`config.mk`:
```
export PLATFORM = sky130hd
export DESIGN_NAME = scheme_token_scanner_unit
export DESIGN_NICKNAME = d
export VERILOG_FILES = /design/src/rtl/core/sts_pkg.sv /design/src/rtl/core/sts_scan_core.sv /design/src/rtl/core/sts_tok_fifo.sv /design/src/rtl/core/scheme_token_scanner_unit.sv
export SDC_FILE = /design/constraint.sdc
export NUM_CORES = 1
export LEC_CHECK = 0
export ABC_AREA = 1
export BUFFER_PORTS_ARGS = -buffer_cell sky130_fd_sc_hd__buf_2
export CAP_MARGIN = 10
export CELL_PAD_IN_SITES_DETAIL_PLACEMENT = 0
export CELL_PAD_IN_SITES_GLOBAL_PLACEMENT = 1
export CORE_MARGIN = 5
export CORE_UTILIZATION = 29
export DETAILED_ROUTE_END_ITERATION = 10
export GPL_ROUTABILITY_DRIVEN = 0
export HOLD_SLACK_MARGIN = 0.1
export PLACE_DENSITY = 0.51
export SYNTH_ARGS = -nofsm -noshare
export SYNTH_HDL_FRONTEND = slang
export SYNTH_SLANG_ARGS = --single-unit
```
`constraint.sdc`:
```
create_clock -name clk -period 3.9 [get_ports clk]
set_input_delay 0.975 -clock clk [delete_from_list [all_inputs] [get_ports clk]]
set_output_delay 0.975 -clock clk [all_outputs]
set_load 0.01 [all_outputs]
```
`src/rtl/core/sts_pkg.sv`:
```
// Shared types, keyword tables and character class functions of the token scanner.
`default_nettype none

package sts_pkg;

    localparam int MAX_TOKEN_LENGTH_DEF = 255;
    localparam int KW_COUNT             = 11;
    localparam int KW_SLOTS             = 8;
    localparam int FIFO_DEPTH           = 4;
    localparam int FIFO_PTR_W           = $clog2(FIFO_DEPTH);
    localparam int FIFO_CNT_W           = $clog2(FIFO_DEPTH + 1);

    typedef enum logic [4:0] {
        TK_ERROR   = 5'd0,
        TK_EOF     = 5'd1,
        TK_DEFINE  = 5'd2,
        TK_SET     = 5'd3,
        TK_LAMBDA  = 5'd4,
        TK_IF      = 5'd5,
        TK_COND    = 5'd6,
        TK_BEGIN   = 5'd7,
        TK_OPEN    = 5'd8,
        TK_CLOSE   = 5'd9,
        TK_ADD     = 5'd10,
        TK_SUB     = 5'd11,
        TK_MUL     = 5'd12,
        TK_DIV     = 5'd13,
        TK_GT      = 5'd14,
        TK_LT      = 5'd15,
        TK_EQ      = 5'd16,
        TK_AND     = 5'd17,
        TK_OR      = 5'd18,
        TK_NOT     = 5'd19,
        TK_BOX     = 5'd20,
        TK_NIL     = 5'd21,
        TK_SYMBOL  = 5'd22,
        TK_INTEGER = 5'd23,
        TK_SPACE   = 5'd24,
        TK_NEWLINE = 5'd25
    } tok_kind_t;

    typedef enum logic [4:0] {
        MODE_IDLE  = 5'b00001,
        MODE_SPACE = 5'b00010,
        MODE_SIGN  = 5'b00100,
        MODE_INT   = 5'b01000,
        MODE_IDENT = 5'b10000
    } scan_mode_t;

    typedef struct packed {
        tok_kind_t   kind;
        logic [7:0]  length;
        logic        last;
    } token_t;

    typedef struct packed {
        logic [1:0]  count;
        token_t      tok0;
        token_t      tok1;
    } scan_out_t;

    // Keyword spellings, padded with zeros to eight slots.
    localparam logic [7:0] KW_TEXT [KW_COUNT][KW_SLOTS] = '{
        '{"d", "e", "f", "i", "n", "e", 8'h00, 8'h00},
        '{"l", "a", "m", "b", "d", "a", 8'h00, 8'h00},
        '{"i", "f", 8'h00, 8'h00, 8'h00, 8'h00, 8'h00, 8'h00},
        '{"c", "o", "n", "d", 8'h00, 8'h00, 8'h00, 8'h00},
        '{"b", "e", "g", "i", "n", 8'h00, 8'h00, 8'h00},
        '{"a", "n", "d", 8'h00, 8'h00, 8'h00, 8'h00, 8'h00},
        '{"o", "r", 8'h00, 8'h00, 8'h00, 8'h00, 8'h00, 8'h00},
        '{"n", "o", "t", 8'h00, 8'h00, 8'h00, 8'h00, 8'h00},
        '{"b", "o", "x", 8'h00, 8'h00, 8'h00, 8'h00, 8'h00},
        '{"n", "i", "l", 8'h00, 8'h00, 8'h00, 8'h00, 8'h00},
        '{"s", "e", "t", "!", 8'h00, 8'h00, 8'h00, 8'h00}
    };

    localparam logic [2:0] KW_LEN [KW_COUNT] = '{
        3'd6, 3'd6, 3'd2, 3'd4, 3'd5, 3'd3, 3'd2, 3'd3, 3'd3, 3'd3, 3'd4
    };

    localparam tok_kind_t KW_KIND [KW_COUNT] = '{
        TK_DEFINE, TK_LAMBDA, TK_IF, TK_COND, TK_BEGIN, TK_AND,
        TK_OR, TK_NOT, TK_BOX, TK_NIL, TK_SET
    };

    localparam logic [7:0] CH_NUL     = 8'd0;
    localparam logic [7:0] CH_NEWLINE = 8'd10;
    localparam logic [7:0] CH_OPEN    = 8'd40;
    localparam logic [7:0] CH_CLOSE   = 8'd41;
    localparam logic [7:0] CH_STAR    = 8'd42;
    localparam logic [7:0] CH_PLUS    = 8'd43;
    localparam logic [7:0] CH_MINUS   = 8'd45;
    localparam logic [7:0] CH_SLASH   = 8'd47;
    localparam logic [7:0] CH_LT      = 8'd60;
    localparam logic [7:0] CH_EQ      = 8'd61;
    localparam logic [7:0] CH_GT      = 8'd62;
    localparam logic [7:0] CH_BANG    = 8'd33;
    localparam logic [7:0] CH_QUERY   = 8'd63;

    function automatic logic is_blank(input logic [7:0] c);
        return c inside {8'd9, 8'd11, 8'd12, 8'd13, 8'd32};
    endfunction

    function automatic logic is_digit(input logic [7:0] c);
        return c inside {[8'd48:8'd57]};
    endfunction

    function automatic logic is_letter(input logic [7:0] c);
        return c inside {[8'd65:8'd90], [8'd97:8'd122]};
    endfunction

    function automatic logic is_delim(input logic [7:0] c);
        return is_blank(c) || c == CH_NEWLINE || c == CH_CLOSE || c == CH_NUL;
    endfunction

    function automatic logic is_id_char(input logic [7:0] c);
        return is_letter(c) || is_digit(c) || c == CH_BANG || c == CH_MINUS
            || c == CH_QUERY;
    endfunction

endpackage

`default_nettype wire

```
`src/rtl/core/sts_scan_core.sv`:
```
// Scanner state and the per-character token decision logic.
`default_nettype none

module sts_scan_core
    import sts_pkg::*;
#(
    parameter int MAX_TOKEN_LENGTH = MAX_TOKEN_LENGTH_DEF
)
(
    input  wire logic       clk,
    input  wire logic       rst_n,
    input  wire logic       step,
    input  wire logic [7:0] ch,
    output scan_out_t       res
);

    localparam int LEN_W = $clog2(MAX_TOKEN_LENGTH + 1);
    localparam logic [LEN_W-1:0] MAX_LEN_C = LEN_W'(MAX_TOKEN_LENGTH);

    scan_mode_t            mode_reg, mode_next;
    logic [LEN_W-1:0]      run_reg, run_next;
    logic                  minus_reg, minus_next;
    logic [KW_COUNT-1:0]   cand_reg, cand_next;

    logic [LEN_W-1:0]      run_inc;
    logic                  hold;
    logic                  rescan;
    logic                  pend_emit;
    tok_kind_t             pend_kind;
    logic [LEN_W-1:0]      pend_len;
    logic                  idle_emit;
    tok_kind_t             idle_kind;
    logic [7:0]            idle_len;
    token_t                pend_tok, idle_tok;

    function automatic logic [KW_COUNT-1:0] kw_filter(input logic [KW_COUNT-1:0] cand,
                                                      input logic [7:0] c,
                                                      input logic [LEN_W-1:0] pos);
        logic [KW_COUNT-1:0] r;
        r = cand;
        for (int i = 0; i < KW_COUNT; i++) begin
            if (pos >= LEN_W'(KW_LEN[i]) || KW_TEXT[i][pos[2:0]] != c) begin
                r[i] = 1'b0;
            end
        end
        return r;
    endfunction

    function automatic tok_kind_t ident_kind(input logic [KW_COUNT-1:0] cand,
                                             input logic [LEN_W-1:0] len);
        tok_kind_t k;
        logic      found;
        k     = TK_SYMBOL;
        found = 1'b0;
        for (int i = 0; i < KW_COUNT; i++) begin
            if (!found && cand[i] && len == LEN_W'(KW_LEN[i])) begin
                k     = KW_KIND[i];
                found = 1'b1;
            end
        end
        return k;
    endfunction

    // Lengths above eight bits report as 255.
    function automatic logic [7:0] cap_len(input logic [LEN_W-1:0] v);
        logic [LEN_W+7:0] wide;
        wide = (LEN_W + 8)'(v);
        return (wide > (LEN_W + 8)'(255)) ? 8'hFF : wide[7:0];
    endfunction

    assign run_inc = (run_reg >= MAX_LEN_C) ? MAX_LEN_C : run_reg + LEN_W'(1);

    always_comb
    begin
        mode_next  = mode_reg;
        run_next   = run_reg;
        minus_next = minus_reg;
        cand_next  = cand_reg;
        hold       = 1'b0;
        rescan     = 1'b1;
        pend_emit  = 1'b0;
        pend_kind  = TK_ERROR;
        pend_len   = '0;
        idle_emit  = 1'b0;
        idle_kind  = TK_ERROR;
        idle_len   = 8'd1;

        case (mode_reg)
            MODE_SPACE:
            begin
                if (is_blank(ch)) begin
                    run_next = run_inc;
                    hold     = 1'b1;
                end else begin
                    pend_emit = 1'b1;
                    pend_kind = TK_SPACE;
                    pend_len  = run_reg;
                end
            end
            MODE_SIGN:
            begin
                if (is_digit(ch)) begin
                    mode_next = MODE_INT;
                    run_next  = run_inc;
                    hold      = 1'b1;
                end else if (is_delim(ch)) begin
                    pend_emit = 1'b1;
                    pend_kind = minus_reg ? TK_SUB : TK_ADD;
                    pend_len  = LEN_W'(1);
                end else begin
                    pend_emit = 1'b1;
                    pend_kind = TK_ERROR;
                    pend_len  = run_inc;
                    rescan    = 1'b0;
                end
            end
            MODE_INT:
            begin
                if (is_digit(ch)) begin
                    run_next = run_inc;
                    hold     = 1'b1;
                end else if (is_delim(ch)) begin
                    pend_emit = 1'b1;
                    pend_kind = TK_INTEGER;
                    pend_len  = run_reg;
                end else begin
                    pend_emit = 1'b1;
                    pend_kind = TK_ERROR;
                    pend_len  = run_inc;
                    rescan    = 1'b0;
                end
            end
            MODE_IDENT:
            begin
                if (is_id_char(ch)) begin
                    cand_next = kw_filter(cand_reg, ch, run_reg);
                    run_next  = run_inc;
                    hold      = 1'b1;
                end else begin
                    pend_emit = 1'b1;
                    pend_kind = ident_kind(cand_reg, run_reg);
                    pend_len  = run_reg;
                end
            end
            default:
            begin
            end
        endcase

        // The character that closed a pending token is scanned again from idle, unless an error token took it in.
        if (!hold) begin
            mode_next = MODE_IDLE;
            run_next  = '0;
            if (rescan) begin
                case (ch)
                    CH_NUL:
                    begin
                        idle_emit = 1'b1;
                        idle_kind = TK_EOF;
                        idle_len  = 8'd0;
                    end
                    CH_NEWLINE: begin idle_emit = 1'b1; idle_kind = TK_NEWLINE; end
                    CH_OPEN:    begin idle_emit = 1'b1; idle_kind = TK_OPEN;    end
                    CH_CLOSE:   begin idle_emit = 1'b1; idle_kind = TK_CLOSE;   end
                    CH_STAR:    begin idle_emit = 1'b1; idle_kind = TK_MUL;     end
                    CH_SLASH:   begin idle_emit = 1'b1; idle_kind = TK_DIV;     end
                    CH_GT:      begin idle_emit = 1'b1; idle_kind = TK_GT;      end
                    CH_LT:      begin idle_emit = 1'b1; idle_kind = TK_LT;      end
                    CH_EQ:      begin idle_emit = 1'b1; idle_kind = TK_EQ;      end
                    default:
                    begin
                        if (is_blank(ch)) begin
                            mode_next = MODE_SPACE;
                            run_next  = LEN_W'(1);
                        end else if (ch == CH_PLUS || ch == CH_MINUS) begin
                            mode_next  = MODE_SIGN;
                            run_next   = LEN_W'(1);
                            minus_next = (ch == CH_MINUS);
                        end else if (is_digit(ch)) begin
                            mode_next = MODE_INT;
                            run_next  = LEN_W'(1);
                        end else if (is_letter(ch)) begin
                            mode_next = MODE_IDENT;
                            run_next  = LEN_W'(1);
                            cand_next = kw_filter('1, ch, '0);
                        end else begin
                            idle_emit = 1'b1;
                            idle_kind = TK_ERROR;
                        end
                    end
                endcase
            end
        end
    end

    always_comb
    begin
        pend_tok.kind   = pend_kind;
        pend_tok.length = cap_len(pend_len);
        pend_tok.last   = !idle_emit;
        idle_tok.kind   = idle_kind;
        idle_tok.length = idle_len;
        idle_tok.last   = 1'b1;
        res.count       = {1'b0, pend_emit} + {1'b0, idle_emit};
        res.tok0        = pend_emit ? pend_tok : idle_tok;
        res.tok1        = idle_tok;
    end

    always_ff @(posedge clk or negedge rst_n)
    begin
        if (!rst_n) begin
            mode_reg  <= MODE_IDLE;
            run_reg   <= '0;
            minus_reg <= 1'b0;
            cand_reg  <= '1;
        end else if (step) begin
            mode_reg  <= mode_next;
            run_reg   <= run_next;
            minus_reg <= minus_next;
            cand_reg  <= cand_next;
        end
    end

endmodule

`default_nettype wire

```
`src/rtl/core/sts_tok_fifo.sv`:
```
// Small token queue that takes up to two tokens and gives one per cycle when popped.
`default_nettype none

module sts_tok_fifo
    import sts_pkg::*;
(
    input  wire logic       clk,
    input  wire logic       rst_n,
    input  wire logic [1:0] push_count,
    input  wire token_t     push_tok0,
    input  wire token_t     push_tok1,
    input  wire logic       pop,
    output token_t          head,
    output logic            not_empty,
    output logic            room_two
);

    token_t                 mem [FIFO_DEPTH];
    logic [FIFO_PTR_W-1:0]  wr_ptr_reg, wr_ptr_next;
    logic [FIFO_PTR_W-1:0]  rd_ptr_reg, rd_ptr_next;
    logic [FIFO_CNT_W-1:0]  cnt_reg, cnt_next;
    logic [FIFO_PTR_W-1:0]  wr_ptr_p1;

    assign wr_ptr_p1 = wr_ptr_reg + FIFO_PTR_W'(1);
    assign head      = mem[rd_ptr_reg];
    assign not_empty = (cnt_reg != '0);
    assign room_two  = (cnt_reg <= FIFO_CNT_W'(FIFO_DEPTH - 2));

    always_comb
    begin
        wr_ptr_next = wr_ptr_reg + FIFO_PTR_W'(push_count);
        rd_ptr_next = rd_ptr_reg + FIFO_PTR_W'(pop);
        cnt_next    = cnt_reg + FIFO_CNT_W'(push_count) - FIFO_CNT_W'(pop);
    end

    always_ff @(posedge clk)
    begin
        if (push_count != 2'd0) begin
            mem[wr_ptr_reg] <= push_tok0;
        end
        if (push_count == 2'd2) begin
            mem[wr_ptr_p1] <= push_tok1;
        end
    end

    always_ff @(posedge clk or negedge rst_n)
    begin
        if (!rst_n) begin
            wr_ptr_reg <= '0;
            rd_ptr_reg <= '0;
            cnt_reg    <= '0;
        end else begin
            wr_ptr_reg <= wr_ptr_next;
            rd_ptr_reg <= rd_ptr_next;
            cnt_reg    <= cnt_next;
        end
    end

    property p_count_in_range;
        @(posedge clk) disable iff (!rst_n)
        cnt_reg <= FIFO_CNT_W'(FIFO_DEPTH);
    endproperty
    a_count_in_range: assert property (p_count_in_range)
        else $error("token queue count exceeds its depth");

endmodule

`default_nettype wire

```
`src/rtl/core/scheme_token_scanner_unit.sv`:
```
// Top level of the streaming token scanner for a small Scheme-like language.
// The tokens that a character completes pass the input register and the token queue first.
// Throughput: one character per cycle while the queue has room for two tokens; a character
// ending a token and forming another gives two transfers, paced by the single output port.
// Reset (rst_n, asynchronous, active low) empties the input register and token queue and
// puts the scanner in its idle state between tokens with the keyword candidates all set.
`default_nettype none

module scheme_token_scanner_unit
    import sts_pkg::*;
#(
    parameter int MAX_TOKEN_LENGTH = MAX_TOKEN_LENGTH_DEF
)
(
    input  wire logic        clk,
    input  wire logic        rst_n,
    input  wire logic        s_axis_tvalid,
    output logic             s_axis_tready,
    input  wire logic [7:0]  s_axis_tdata,   // [7:0] ch
    output logic             m_axis_tvalid,
    input  wire logic        m_axis_tready,
    output logic [15:0]      m_axis_tdata,   // [4:0] token_kind, [12:5] token_length, zero pad
    output logic             m_axis_tlast    // last_of_run
);

    // Input register: holds one character until the queue has room for
    // the two tokens that it may cause.
    logic        in_valid_reg, in_valid_next;
    logic [7:0]  ch_reg, ch_next;
    logic        in_take;
    logic        process;

    scan_out_t   res;
    token_t      head;
    logic        q_not_empty;
    logic        q_room_two;
    logic        pop;

    assign process       = in_valid_reg && q_room_two;
    assign s_axis_tready = !in_valid_reg || process;
    assign in_take       = s_axis_tvalid && s_axis_tready;

    always_comb
    begin
        in_valid_next = in_valid_reg;
        ch_next       = ch_reg;
        if (in_take) begin
            in_valid_next = 1'b1;
            ch_next       = s_axis_tdata;
        end else if (process) begin
            in_valid_next = 1'b0;
        end
    end

    always_ff @(posedge clk or negedge rst_n)
    begin
        if (!rst_n) begin
            in_valid_reg <= 1'b0;
        end else begin
            in_valid_reg <= in_valid_next;
        end
    end

    always_ff @(posedge clk)
    begin
        ch_reg <= ch_next;
    end

    // The scanner decides, in one pass, which tokens the held character
    // completes, and its state advances only when the character is processed.
    sts_scan_core #(
        .MAX_TOKEN_LENGTH (MAX_TOKEN_LENGTH)
    ) u_scan (
        .clk   (clk),
        .rst_n (rst_n),
        .step  (process),
        .ch    (ch_reg),
        .res   (res)
    );

    // The token queue separates the scanner from the output side, so a stalled consumer does not
    // stop the next character from being taken while the queue has room for two tokens.
    sts_tok_fifo u_fifo (
        .clk        (clk),
        .rst_n      (rst_n),
        .push_count (process ? res.count : 2'd0),
        .push_tok0  (res.tok0),
        .push_tok1  (res.tok1),
        .pop        (pop),
        .head       (head),
        .not_empty  (q_not_empty),
        .room_two   (q_room_two)
    );

    assign pop           = m_axis_tvalid && m_axis_tready;
    assign m_axis_tvalid = q_not_empty;
    assign m_axis_tdata  = {3'b000, head.length, head.kind};
    assign m_axis_tlast  = head.last;

    // An end of text token always reports zero length.
    property p_eof_zero_length;
        @(posedge clk) disable iff (!rst_n)
        (m_axis_tvalid && m_axis_tdata[4:0] == TK_EOF) |-> (m_axis_tdata[12:5] == 8'd0);
    endproperty
    a_eof_zero_length: assert property (p_eof_zero_length)
        else $error("end of text token with nonzero length");

    // A character waiting for queue room is neither lost nor changed.
    property p_input_held;
        @(posedge clk) disable iff (!rst_n)
        (in_valid_reg && !process) |=> (in_valid_reg && $stable(ch_reg));
    endproperty
    a_input_held: assert property (p_input_held)
        else $error("held character was dropped or changed");

    // When a character causes two tokens, only the second closes the run.
    property p_pair_last_marks;
        @(posedge clk) disable iff (!rst_n)
        (process && res.count == 2'd2) |-> (!res.tok0.last && res.tok1.last);
    endproperty
    a_pair_last_marks: assert property (p_pair_last_marks)
        else $error("wrong last marks on a token pair");

    // A single token from a character always closes its run.
    property p_single_last_mark;
        @(posedge clk) disable iff (!rst_n)
        (process && res.count == 2'd1) |-> res.tok0.last;
    endproperty
    a_single_last_mark: assert property (p_single_last_mark)
        else $error("single token without last mark");

endmodule

`default_nettype wire
```
Word-level counts from Yosys, hierarchy flattened
Memories as Yosys holds them, arrays and structs flattened.
Cells that the tools add are included.
- register bits after elaboration: 41
- memory bits (writable): 56
- ROM bits: 704
- input port bits: 12
- output and inout port bits: 19
- word-level logic and storage cells: 329
- memories: 12
- add/subtract/negate cells: 7
- $lt $le $gt $ge: 14
- equal/unequal tests: 53
- muxes and demuxes: 160
- bitwise gates (word level): 4
- reduce and logical (&&, ||, !) cells: 70
- memory list (memory ; words ; bits a word ; read ports ; clocked after Yosys merged registers in ; wr ports ; RTL line ; source):
    (name not given) ; 8 ; 8 ; 1 ; 0 ; 0 ; sts_scan_core.sv:42 ; if (pos >= LEN_W'(KW_LEN[i]) || KW_TEXT[i][pos[2:0]] != c) begin
    (name not given) ; 8 ; 8 ; 1 ; 0 ; 0 ; sts_scan_core.sv:42 ;
    (name not given) ; 8 ; 8 ; 1 ; 0 ; 0 ; sts_scan_core.sv:42 ;
    (name not given) ; 8 ; 8 ; 1 ; 0 ; 0 ; sts_scan_core.sv:42 ;
    (name not given) ; 8 ; 8 ; 1 ; 0 ; 0 ; sts_scan_core.sv:42 ;
    (name not given) ; 8 ; 8 ; 1 ; 0 ; 0 ; sts_scan_core.sv:42 ;
    +6 memories ; -- ; -- ; -- ; -- ; -- ; -- ;
- operator list (kind ; number):
    8-bit two-way mux ; 40
    5-bit two-way mux ; 28
    11-bit two-way mux ; 9
    8-bit by 6-bit equality test with 1-bit output (second input constant) ; 12
    8-bit inequality test ; 11
    1-bit two-way mux ; 75
    7-bit by 8-bit inequality test with 1-bit output (first input constant) ; 9
    5-bit one-hot mux with 9 select lines ; 1
    8-bit by 4-bit equality test with 1-bit output (second input constant) ; 5
    8-bit one-hot mux with 4 select lines ; 1
    1-bit logical AND ; 27
    8-bit by 3-bit equality test with 1-bit output (second input constant) ; 3
    8-bit by 3-bit greater-or-equal comparator with 1-bit output (second input constant) ; 3
    8-bit one-hot mux with 3 select lines ; 1
    1-bit logical OR ; 20
    5-bit one-hot mux with 4 select lines ; 1
    8-bit by 2-bit equality test with 1-bit output (second input constant) ; 2
    8-bit by 2-bit greater-or-equal comparator with 1-bit output (second input constant) ; 2
    8-bit by 7-bit greater-or-equal comparator with 1-bit output (second input constant) ; 2
    8-bit by 7-bit less-or-equal comparator with 1-bit output (second input constant) ; 2
    14-bit two-way mux ; 1
    1-bit logical NOT ; 12
    3-bit inequality test (second input constant) ; 3
    9-bit OR reduction ; 1
    other kinds (31) ; 37

Logic depth before layout (Yosys ltp)
- word-level depth: 70
- gate-level depth with buffers: 25
- gate-level depth less buffers: 24

Hierarchy
From an unflattened synthesis, not the netlist that was laid out.
- cell total of the unflattened synthesis: 1022
- area, all modules: 7280.7 um2
- by module, submodules not included (module ; instances ; cells an instance ; area an instance (um2) ; seq. area each (um2)):
    sts_tok_fifo ; 1 ; 447 ; 3562.2 ; 1856.8
    sts_scan_core ; 1 ; 549 ; 3374.5 ; 640.6
    scheme_token_scanner_unit ; 1 ; 26 ; 344.1 ; 265.3

Least setup slack after synthesis
Ideal clock, no wire load.
- path kind: register -> register
- from: register ch_reg[0]
- to: register u_fifo.cnt_reg[2]
- data arrival time: 3.191 ns
- required time: 3.771 ns
- path slack: 0.580 ns
- stages on the path, launching flop included: 23
- buffers on the path: 1
- period minus slack after synthesis: 3.320 ns
- path through: edfxtp_1 buf_4 nand2_1 nand2_1 nand3_1 nand2_1 a21oi_1 nor2_2 nand2_2 nand2_4 nand3_1 nor3_1 ha_1 inv_1 nor2_2 inv_1 ha_1 inv_1 ha_1 inv_1 fa_1 xnor2_1 xor2_1
- word-level cells in the longest chain between the ends: 14
- ends and longest elaborated chain (item ; RTL line ; source):
    start: declaration ; scheme_token_scanner_unit.sv:29 ; logic [7:0] ch_reg, ch_next;
    start signal: assignment ; scheme_token_scanner_unit.sv:66 ; ch_reg <= ch_next;
    8-bit by 7-bit greater-or-equal comparator with 1-bit output, or another cell as far along ; sts_pkg.sv:109 ; return c inside {[8'd65:8'd90], [8'd97:8'd122]};
    1-bit logical AND or 5-bit nonzero test (tied branches) ; sts_pkg.sv:109, sts_pkg.sv:101 ;
    2-bit nonzero test or 1-bit logical OR (tied branches) ; sts_pkg.sv:109, sts_pkg.sv:113 ;
    1-bit two-way mux, or another cell as far along ; sts_scan_core.sv:182 ; end else if (is_letter(ch)) begin
    1-bit two-way mux, or another cell as far along ; sts_scan_core.sv:179 ; end else if (is_digit(ch)) begin
    1-bit two-way mux, or another cell as far along ; sts_scan_core.sv:175 ; end else if (ch == CH_PLUS || ch == CH_MINUS) begin
    1-bit two-way mux, or another cell as far along ; sts_scan_core.sv:172 ; if (is_blank(ch)) begin
    1-bit two-way mux, on equally long branches ; -- ;
    1-bit two-way mux or 1-bit one-hot mux with 3 select lines (tied branches) ; sts_scan_core.sv:154, sts_scan_core.sv:88 ;
    1-bit two-way mux ; sts_scan_core.sv:151 ; if (!hold) begin
    1-bit by 1-bit adder with 2-bit output (*) ; sts_scan_core.sv:204 ; res.count = {1'b0, pend_emit} + {1'b0, idle_emit};
    2-bit two-way mux (*) ; scheme_token_scanner_unit.sv:86 ; .push_count (process ? res.count : 2'd0),
    3-bit by 2-bit adder with 3-bit output (*) ; sts_tok_fifo.sv:33 ; cnt_next = cnt_reg + FIFO_CNT_W'(push_count) - FIFO_CNT_W'(pop);
    3-bit by 1-bit subtractor with 3-bit output (*) ; sts_tok_fifo.sv:33 ;
    named net u_fifo.cnt_next[2] ; sts_tok_fifo.sv:21 ; logic [FIFO_CNT_W-1:0] cnt_reg, cnt_next;
    end signal: assignment ; sts_tok_fifo.sv:55 ; cnt_reg <= cnt_next;
    end signal: assignment ; sts_tok_fifo.sv:61 ; cnt_reg <= FIFO_CNT_W'(FIFO_DEPTH);
    end: declaration ; sts_tok_fifo.sv:21 ;
The timed path passes the listed nets; every way through them passes the cells marked *.
A chain may end at the register's enable or synchronous reset.

Worst setup path after layout
- from: register ch_reg[5]
- to: register u_fifo.cnt_reg[2]
Same word-level chain as after synthesis.

==> impl_results.md <==
- Outcome: finished clean
- Drt total wl: 22,130 um
- Met2 wire length: 10,860 um
- # Max-Cap Violations: 0
- Int Pwr: 0.002612 W
- Sink Count: 97
- Critical path class: register to register
- Leakage: 3.200 nW
- Maximum vdd ir drop: ~0.00022 V
- Area grow syn2layout: 14.40%
- Critical Path, Cell by Cell: nand3_2, inv_1, a21oi_1, nand2_2, nor2_4, nand2_2, inv_2, nor3_2, ha_1, inv_1, nor2_2, inv_1, ha_1, inv_1, ha_1, inv_1, fa_1, xnor2_1, xor2_1
- WP data required: approximately 4200 ps
- DR WL/cell: about 19 um
- F_max: 0.2786 GHz
- GR Util All Layers: 18.22%
- Part of the power in registers: 30.6%
- PD cells: 686.4 nW/um^2
- WHS: a little under 500 ps
- Antenna violations before repair: 0
- Min Tclk post-route: 3589 ps
- Vias in the first global route: 5,962
- Min-Delay Path Class: register to register
- CP max stage delay: ~570 ps
- Top FF cell, synth: edfxtp_1
- Clock network power share: a little under a fifth
- Layout cells sized above 1: 17.04%
- TritonCTS buffer count: 9
- Finished Layout Cells: 1,178
- Largest net degree at the start of global routing: 34
- TNS Setup: 0 ps
- Slowest stage cell on the critical path: edfxtp_1
- Post-synth cell types: 55
- Period utilization: between 90 and 100%
- Vias: 6,002
- Die ar.: between 20,000 and 25,000 um^2
- Met3 WL post-DR: around 800 um
- CP Capture Type: register
- Top Layer Used: met4
- Port bufs: 27
- DR pass1 iterations: 5
- Setup Skew: 12.33 ps
- Post-synthesis sequential area ratio: 38.51%
- Final nets: between 900 and 1,000
- Drt drc: 0
- Asr flop ratio synth: roughly a third
- Final Max Tran Viols: 0
- Most frequent CP cell: inv_1
- Met1 Wirelength: 9754 um
- Synth warnings: 0
- Sw Share: 47.56%
- CTS tree: done
- Ant diodes: 0
- Initial core utilization: 29.24%
- Fill cells: 2,325
- Die Span Y: around 160 um
- Routed vias/inst: 5.095
- Flops & latches, synth: slightly below 100
- Number of flops mapped to enable cells by yosys: 32
- Worst Path Arrival: 3880 ps
- Buffer depth of the longest clock path: 2
- Hpwl dp: approximately 17,000 um
- CTS H-Tree Depth: 3
- Syn_area_per_cell: 7.479 um^2
- CTS clk-pin slew, worst paths: 80 ps
- Drt initial violations: about 360
- CTS hold repair buffers: 0
- Placeable Area: around 22,000 um^2
- First-pass GRT wire length: 34,600 um
- Clock root buffer: clkbuf_16
- Die width: 157.9 um
- Dpl cells: between 1,000 and 1,500
- Combinational share of power: 51.0%
- Max-slew headroom at the worst pin: 42.17%
- Worst skew pair latency: 360 ps
- CP max FO: 9
- DRT antenna net count: 0
- Commonest cells after routing, fill and taps aside: 174 x nand2_1, 112 x nor2_1, 80 x inv_1
- Slew @ Worst Pin: between 800 and 900 ps
- Rows: 54
- Switch Pwr: approximately 0.0024 W
- Cells after synthesis: 848
- Number of flip-flops under the largest register name: 56
- Count of final setup violators: 0
- Ports: 31
- Synth Cell Area: 6342 um^2
- CP Launch Type: register
- RSZ-0062 raised after global routing: no
- Total gr overflow: 0
- Final Hold Viols: 0
- Commonest non-fill, non-tap cell in the layout: nand2_1
==> timing repair <==
item | in CTS | in global routing
setup endpoints to repair | 0 | 22
endpoints found under the hold margin | 0 | 0
setup buffers | 0 | 4
resized for setup | 0 | 6
==> worst max-delay path, delay by kind of cell (launching register included) <==
family	cells	cell delay [ps]
fa+ha+maj	4	1090
buf+inv	6	430
flops	1	570
simple gates	6	880
compound gates	1	220
xor+xnor	2	340
==> cells by family (layout without fill, tap and decap cells) <==
kind of cell / count (synthesis) / after routing / synth area share, %
compound gates: 175 / 175 / 17.48
xor+xnor: 26 / 26 / 3.590
fa+ha+maj: 15 / 15 / 3.078
buf+inv: 130 / 178 / 8.483
flops: 97 / 97 / 38.51
other cells: 1 / 3 / 0.05913
simple gates: 404 / 404 / 28.80
==> cell type report <==
type,instances,area (um^2),share of cell area [%]
Clock buffer,9,225.2,3.104
Clock inverter,7,71.32,0.9829
Inverter,101,386.6,5.329
Multi-Input combinational cell,623,3390,46.71
Sequential cell,97,2442,33.66
Tap cell,280,350.3,4.828
Timing Repair Buffer,61,390.4,5.380
==> cell usage after synthesis (all sizes together) (8+ instances only) <==
master  instances  share of area, %
nand2         184                11
nor2          130               9.0
inv            99               5.9
o21ai          79               6.3
nand3          46               4.0
dfxtp          32                10
edfxtp         32                15
a22o           28               3.9
o22ai          27               3.2
a21oi          22               1.8
xor2           22               3.0
dfrtp          21               8.3
nor3           18               1.7
clkbuf         16              0.95
ha             14               2.8
buf            13               1.5
dfstp          12               5.0
nand4          12               1.3
nor4            9              0.89
o31ai           8              0.95
==> per-stage QoR <==
step | util (%) | total power, W | area (um^2) | setup WS, ps
detailed placement | 31.84 | 0.004088 | 6907 | 208.6
floorplan | - | 0.003189 | 6350 | 580.4
global route | 33.45 | 0.005397 | 7256 | 0.5973
CTS | 33.21 | 0.005028 | 7203 | 168.4
global placement | 31.84 | 0.004062 | 6907 | 336.6
finish | 33.45 | 0.004980 | 7256 | 311.1
==> power groups by stage <==
stage / Combinational (W) / Clock, W / Sequential [W]
2_1_floorplan: 0.00170 / 0 / 0.00148
3_3_place_gp: 0.00252 / 0 / 0.00154
3_5_place_dp: 0.00254 / 0 / 0.00155
4_1_cts: 0.00255 / 0.000950 / 0.00153
5_1_grt: 0.00285 / 0.000988 / 0.00156
6_report: 0.00254 / 0.000914 / 0.00153
==> per-layer routing <==
layer	vias up	track usage [%]
li1	2938	-
met1	2887	23.32
met2	142	31.29
met3	35	2.542
met4	0	6.678
met5	-	0
==> worst paths after layout <==
check	start	cells past startpoint	slack (ps)	endpoint
worst max-delay path	ch_reg[5]	19	310	u_fifo.cnt_reg[2]
worst min-delay path	u_fifo.mem[1][6]	1	480	u_fifo.mem[1][6]
worst max register to register	ch_reg[5]	19	310	u_fifo.cnt_reg[2]
worst min register to register	u_fifo.mem[1][6]	1	480	u_fifo.mem[1][6]
max in group asynchronous	rst_n	1	2630	u_scan.run_reg[4]
min in group asynchronous	rst_n	1	720	u_fifo.rd_ptr_reg[0]
Power figures use the tool's default switching activity.
